$ cat src/hw/rtl/fourier_expansion_tally_unit_defines.svh
// ----------------------------------------------------------------------------
// Assertion macros for the Fourier expansion tally unit
// Shared concurrent assertion forms used at the end of the top level.
// ----------------------------------------------------------------------------
`ifndef FOURIER_EXPANSION_TALLY_UNIT_DEFINES_SVH
`define FOURIER_EXPANSION_TALLY_UNIT_DEFINES_SVH

// Same-cycle implication, disabled while reset is asserted.
`define FET_ASSERT_NOW(lbl, clk, rstn, ante, cons) \
    lbl: assert property (@(posedge clk) disable iff (!rstn) (ante) |-> (cons)) \
        else $error("fet assertion failed");

// Next-cycle implication, disabled while reset is asserted.
`define FET_ASSERT_NEXT(lbl, clk, rstn, ante, cons) \
    lbl: assert property (@(posedge clk) disable iff (!rstn) (ante) |=> (cons)) \
        else $error("fet assertion failed");

`endif

$ cat src/hw/rtl/fet_pkg.sv
// ----------------------------------------------------------------------------
// Fourier expansion tally package
// Types, codes and default sizes shared by the tally unit modules.
// ----------------------------------------------------------------------------
package fet_pkg;

    localparam int FET_AXES             = 3;
    localparam int FET_MAX_ORDER        = 7;
    localparam int FET_COEFF_DEPTH      = 4096;
    localparam int FET_SINE_TABLE_DEPTH = 1024;

    // Axis slots in the register layout, independent of how many are built.
    localparam int NUM_SLOTS = 3;

    localparam longint unsigned HALF_PI_Q30 = 64'd1686629713;

    localparam logic [2:0] CFG_ORIGIN_X = 3'd0;
    localparam logic [2:0] CFG_ORIGIN_Y = 3'd1;
    localparam logic [2:0] CFG_ORIGIN_Z = 3'd2;
    localparam logic [2:0] CFG_FREQ_X   = 3'd3;
    localparam logic [2:0] CFG_FREQ_Y   = 3'd4;
    localparam logic [2:0] CFG_FREQ_Z   = 3'd5;
    localparam logic [2:0] CFG_ORDERS   = 3'd6;

    typedef enum logic [1:0] {
        REQ_SCORE = 2'd0,
        REQ_RECON = 2'd1,
        REQ_CLEAR = 2'd2,
        REQ_READ  = 2'd3
    } req_t;

    typedef enum logic [1:0] {
        STATUS_OK    = 2'd0,
        STATUS_RANGE = 2'd1,
        STATUS_SAT   = 2'd2
    } status_t;

    typedef enum logic [4:0] {
        ST_CLEAR,
        ST_IDLE,
        ST_F_AXIS,
        ST_F_MUL,
        ST_F_BASE,
        ST_F_PHASE,
        ST_F_ROMA,
        ST_F_ROMB,
        ST_F_COS,
        ST_F_SIN,
        ST_W_START,
        ST_W_AXIS,
        ST_W_MUL,
        ST_W_SHIFT,
        ST_W_OP,
        ST_W_SCORE,
        ST_W_REC1,
        ST_W_REC2,
        ST_W_NEXT,
        ST_R_CHECK,
        ST_R_WAIT,
        ST_DONE
    } state_t;

endpackage

$ cat src/hw/rtl/fet_mul.sv
// ----------------------------------------------------------------------------
// Shared multiplier
// Signed 33 by 33 multiply with a registered product.
// ----------------------------------------------------------------------------
module fet_mul import fet_pkg::*; (
    input  logic                 aclk,
    input  logic                 en,
    input  logic signed [32:0]   mul_a,
    input  logic signed [32:0]   mul_b,
    output logic signed [65:0]   prod
);

    always_ff @(posedge aclk) begin
        if (en) begin
            prod <= mul_a * mul_b;
        end
    end

endmodule

$ cat config.mk
export PLATFORM = sky130hd
export DESIGN_NAME = fet_mul
export DESIGN_NICKNAME = d
export VERILOG_FILES = /design/src/hw/rtl/fourier_expansion_tally_unit_defines.svh /design/src/hw/rtl/fet_pkg.sv /design/src/hw/rtl/fet_mul.sv
export SDC_FILE = /design/constraint.sdc
export NUM_CORES = 2
export LEC_CHECK = 0
export BUFFER_PORTS_ARGS = -buffer_cell sky130_fd_sc_hd__buf_2
export CORE_MARGIN = 8
export CORE_UTILIZATION = 60
export CTS_CLUSTER_DIAMETER = 120
export DETAILED_ROUTE_END_ITERATION = 8
export HOLD_SLACK_MARGIN = 0.02
export PLACE_DENSITY_LB_ADDON = 0.05
export SYNTH_ARGS = -nofsm -noshare
export SYNTH_HDL_FRONTEND = slang
export SYNTH_SLANG_ARGS = --single-unit
$ cat constraint.sdc
create_clock -name aclk -period 9.52 [get_ports aclk]
set_clock_uncertainty 0.15 [all_clocks]
set_input_delay 1.428 -clock aclk [delete_from_list [all_inputs] [get_ports aclk]]
set_output_delay 1.428 -clock aclk [all_outputs]
set_load 0.03 [all_outputs]
* After elaboration in Yosys (flattened, before gate mapping) *
Index checks and enable logic that the tools add are counted.
W data, S select, Z words.

storage, ports and cells
  logic and storage cells = 2
  register bits after elaboration = 66
  bits of input ports = 68
  output and inout port bits = 66

cells by class
  $mul = 1

operators by type and width
  cell              number
  $mul A33 B33 Y66  1

* Longest topological paths before layout *
  depth in word-level cells = 1
  mapped depth = 27

* Worst setup path after synthesis *
OpenSTA, ideal clock, no wires.

  path type = input port to flip-flop
  from = input mul_a[32]
  to = register prod[62], data pin
  setup time = 0.269 ns
  path buffers = 2
  setup slack = 0.577 ns
  arrival = 8.524 ns
  stages on the path = 23
  cells stage by stage = clkbuf_1 > nand2_1 > inv_1 > fa_1 > fa_1 > fa_1 > fa_1 > fa_1 > fa_1 > fa_1 > inv_1 > fa_1 > inv_1 > ha_1 > clkbuf_1 > and3_1 > nand3_1 > nand2b_1 > a2111oi_4 > a211oi_4 > a21o_2 > a211oi_2 > a211oi_2

between the ends
  longest elaborated chain between the ends = 1

RTL lines
  what                  line           text
  start, declared       fet_mul.sv:8   input logic signed [32:0] mul_a,
  $mul A33 B33 Y66      fet_mul.sv:15  prod <= mul_a * mul_b;
  end signal, assigned  fet_mul.sv:15
  end, declared         fet_mul.sv:10  output logic signed [65:0] prod

Every way passes these cells.
A chain may end at the register's enable or synchronous reset.

* Final worst setup path *
  from = input mul_b[15]
  to = register prod[58], data pin

between the ends
  longest elaborated chain between the ends = 1

RTL lines
  what              line           text
  start, declared   fet_mul.sv:9   input logic signed [32:0] mul_b,
  $mul A33 B33 Y66  fet_mul.sv:15

Every way passes these cells.

==> impl_metrics.yaml <==
route:
  ant_nets: 0
  first_iter_violations: 1638
  routedWlPerCell_um: 20.85
  drcViolationCount: 0
  vias_per_cell: 5.487
  firstDrtPassIters: 7
  vias: 28910
  drt_wl_total_um: 109900
yosys:
  netlist_area_mm2: 0.04139
  yosysUniqueCellTypes: 80
  synth_cells: 4338
  ys_seq_area_share_pct: 4.788
  ys_seq_elements: 66
  avgSynthCellArea_um2: 9.542
  ys_warn_count: 0
  synthArstFlopShare_pct: 0
  synth_ff_type: "edfxtp_1"
  synth-edff-count: 66
  synth_nets: 5768
clock_network:
  clkSlewWorstSetupHoldPaths_ns: 0.06
  tritoncts: "done"
  postCtsHoldBufs: 0
  clockBufferDepth: 2
  cts_resized: 0
  clock_sinks: 66
  post_cts_buffers: 0
  cts_root_buf: "clkbuf_16"
  cts.htree.levels: 3
  cts_made_buffers: 9
setup_path:
  cp_common_cell: "fa_1"
  cp.depth: 23
  crit_path_cell_trace: "buf_2, and2_1, fa_1, fa_1, inv_1, fa_1, inv_1, fa_1, fa_1, fa_1, fa_1, inv_1, fa_1, inv_1, ha_1, a21oi_1, o21ai_1, a311o_1, a31o_1, a211oi_4, a21oi_2, nor4b_2, a311oi_1"
  worstPathMaxFanout: 33
  crit_end: "prod[58]"
  critPathRequiredTime_ns: 9.47
  critPathMaxStageDelay_ns: 0.63
  cp-end-kind: "flip-flop"
  cp-startpoint: "mul_b[15]"
  slowest_stage: "buf_2"
  path_buf_inv: 5
  start_kind: "primary input"
  crit_family: "adder cells"
  arrival_ns: 8.98
  crit_type: "in2reg"
floorplanning:
  dieArea_mm2: 0.07765
  num_io_pins: 134
  fp.dieH_um: 278.7
  rows: 96
  core_area_mm2: 0.06847
  start_util_pct: 60.46
  die_x_um: 278.7
job:
  cap_violations: 0
global_route:
  grt_pass1_vias: 31980
  grt_pass1_wl_um: 177900
  track_usage_pct: 29.64
  overflow: 0
  antenna_found_initial: 7
  grt_max_degree: 67
sta:
  drv_slew: 0
  worst_slack_ns: 0.4874
  finalCritPeriodShare_pct: 94.88
  max_freq_ghz: 0.1107
  grt_setup_unrepaired: "no"
  hold_viol_final: 0
  slew_headroom_pct: 40.18
  final-setup-viol-count: 0
  period_needed_ns: 9.033
  tightest_slew_ns: 0.8973
  tns_ns: 0
finish:
  layout_common_cells: "fa_1 (1,145), inv_1 (1,131), and2_1 (562)"
  top_register: "prod"
  fin_nets: 5810
  final_common_cell: "fa_1"
  fillCellCount: 5934
  largest_reg_flops: 66
  final_area_mm2: 0.04354
  area_growth_pct: 5.175
  top_regs: "prod: 66 flops"
  drive_gt1_share_pct: 6.913
place:
  finalWeightedCongestion: 0.9174
  port_buffers: 133
  pre_cts_ws_ns: 0.1529
  dp_hpwl_um: 94360
  place_area_mm2: 0.04324
worst_hold_path:
  min_path_type: "in2reg"
outcome:
  status: "complete, no violations"
[Yosys cell counts (all sizes together) (3+ instances only)]
library cell	count	area (um2)
fa	1145	22920
inv	1131	4245
and2	563	3525
nand2	551	2068
ha	217	2715
clkbuf	208	780.8
nor2	68	255.2
edfxtp	66	1982
a21oi	61	327.8
xnor2	43	376.6
a21o	38	287.8
o21ai	33	172.7
nand3	26	135.1
xor2	25	219.0
buf	13	70.06
nand2b	12	75.07
nand4	12	81.33
a211oi	11	110.1
o21bai	11	82.58
a31oi	9	62.56
nor3	7	35.03
o31ai	7	103.8
a211o	6	52.55
and3	6	42.54
o21a	6	45.04
and4	5	43.79
nor2b	5	31.28
o211ai	5	51.30
a21boi	3	33.79
a221oi	3	43.80
nor4	3	33.78
or2	3	18.77
or3	3	18.77
[per-stage QoR]
| step | std cells | hold slack, ns | utilization (%) |
|---|---|---|---|
| after CTS | 5265 | 1.614 | 63.57 |
| after detailed placement | 5251 | 1.757 | 63.16 |
| after global routing | 5268 | 1.651 | 63.59 |
| final | 5269 | 1.634 | 63.59 |
| after floorplan | 4338 | 1.391 | - |
| after global placement | 5251 | 1.758 | 63.16 |
[layer usage]
metal | track usage (%) | up-vias | part of all wire (%)
met5 | 0 | - | 0.012
met4 | 14.02 | 2 | 5.7
met3 | 2.788 | 260 | 4.1
met2 | 53.25 | 838 | 53
met1 | 35.92 | 15320 | 37
li1 | - | 12490 | -
[kinds of logic (layout without fill, tap and decap cells)]
kind of cell	Yosys count	count (layout)	synth area share [%]
other	0	4	0
adders and majority gates	1362	1362	61.93
AOI/OAI and AO/OA	219	219	4.002
xor gates and xnor gates	68	68	1.439
buffers and inverters	1352	1397	12.31
DFF	66	66	4.788
and+or+nand+nor	1271	1271	15.53
[worst min path at each step]
stage | start | to | slack, ns | cells past startpoint
after global routing | mul_b[0] | prod[0] | 1.65 | 2
after floorplan | en | prod[0] | 1.39 | 0
after detailed placement | prod[19] | prod[19] | 1.76 | 1
final | mul_b[0] | prod[0] | 1.63 | 2
after global placement | prod[48] | prod[48] | 1.76 | 1
after CTS | mul_b[0] | prod[0] | 1.61 | 2
[cell type report]
cell class,instances,area [um2],share of cell area [%]
Tap cell,882,1104,2.535
Sequential cell,66,1982,4.552
Multi-Input combinational cell,2920,34320,78.82
Clock inverter,5,57.56,0.1322
Timing Repair Buffer,252,1597,3.667
Clock buffer,9,225.2,0.5173
Inverter,1131,4245,9.751
Antenna cell,4,10.01,0.02299
Power is not shown: default switching activity piles up to over one toggle a cycle in this logic, so the estimate is an artifact.
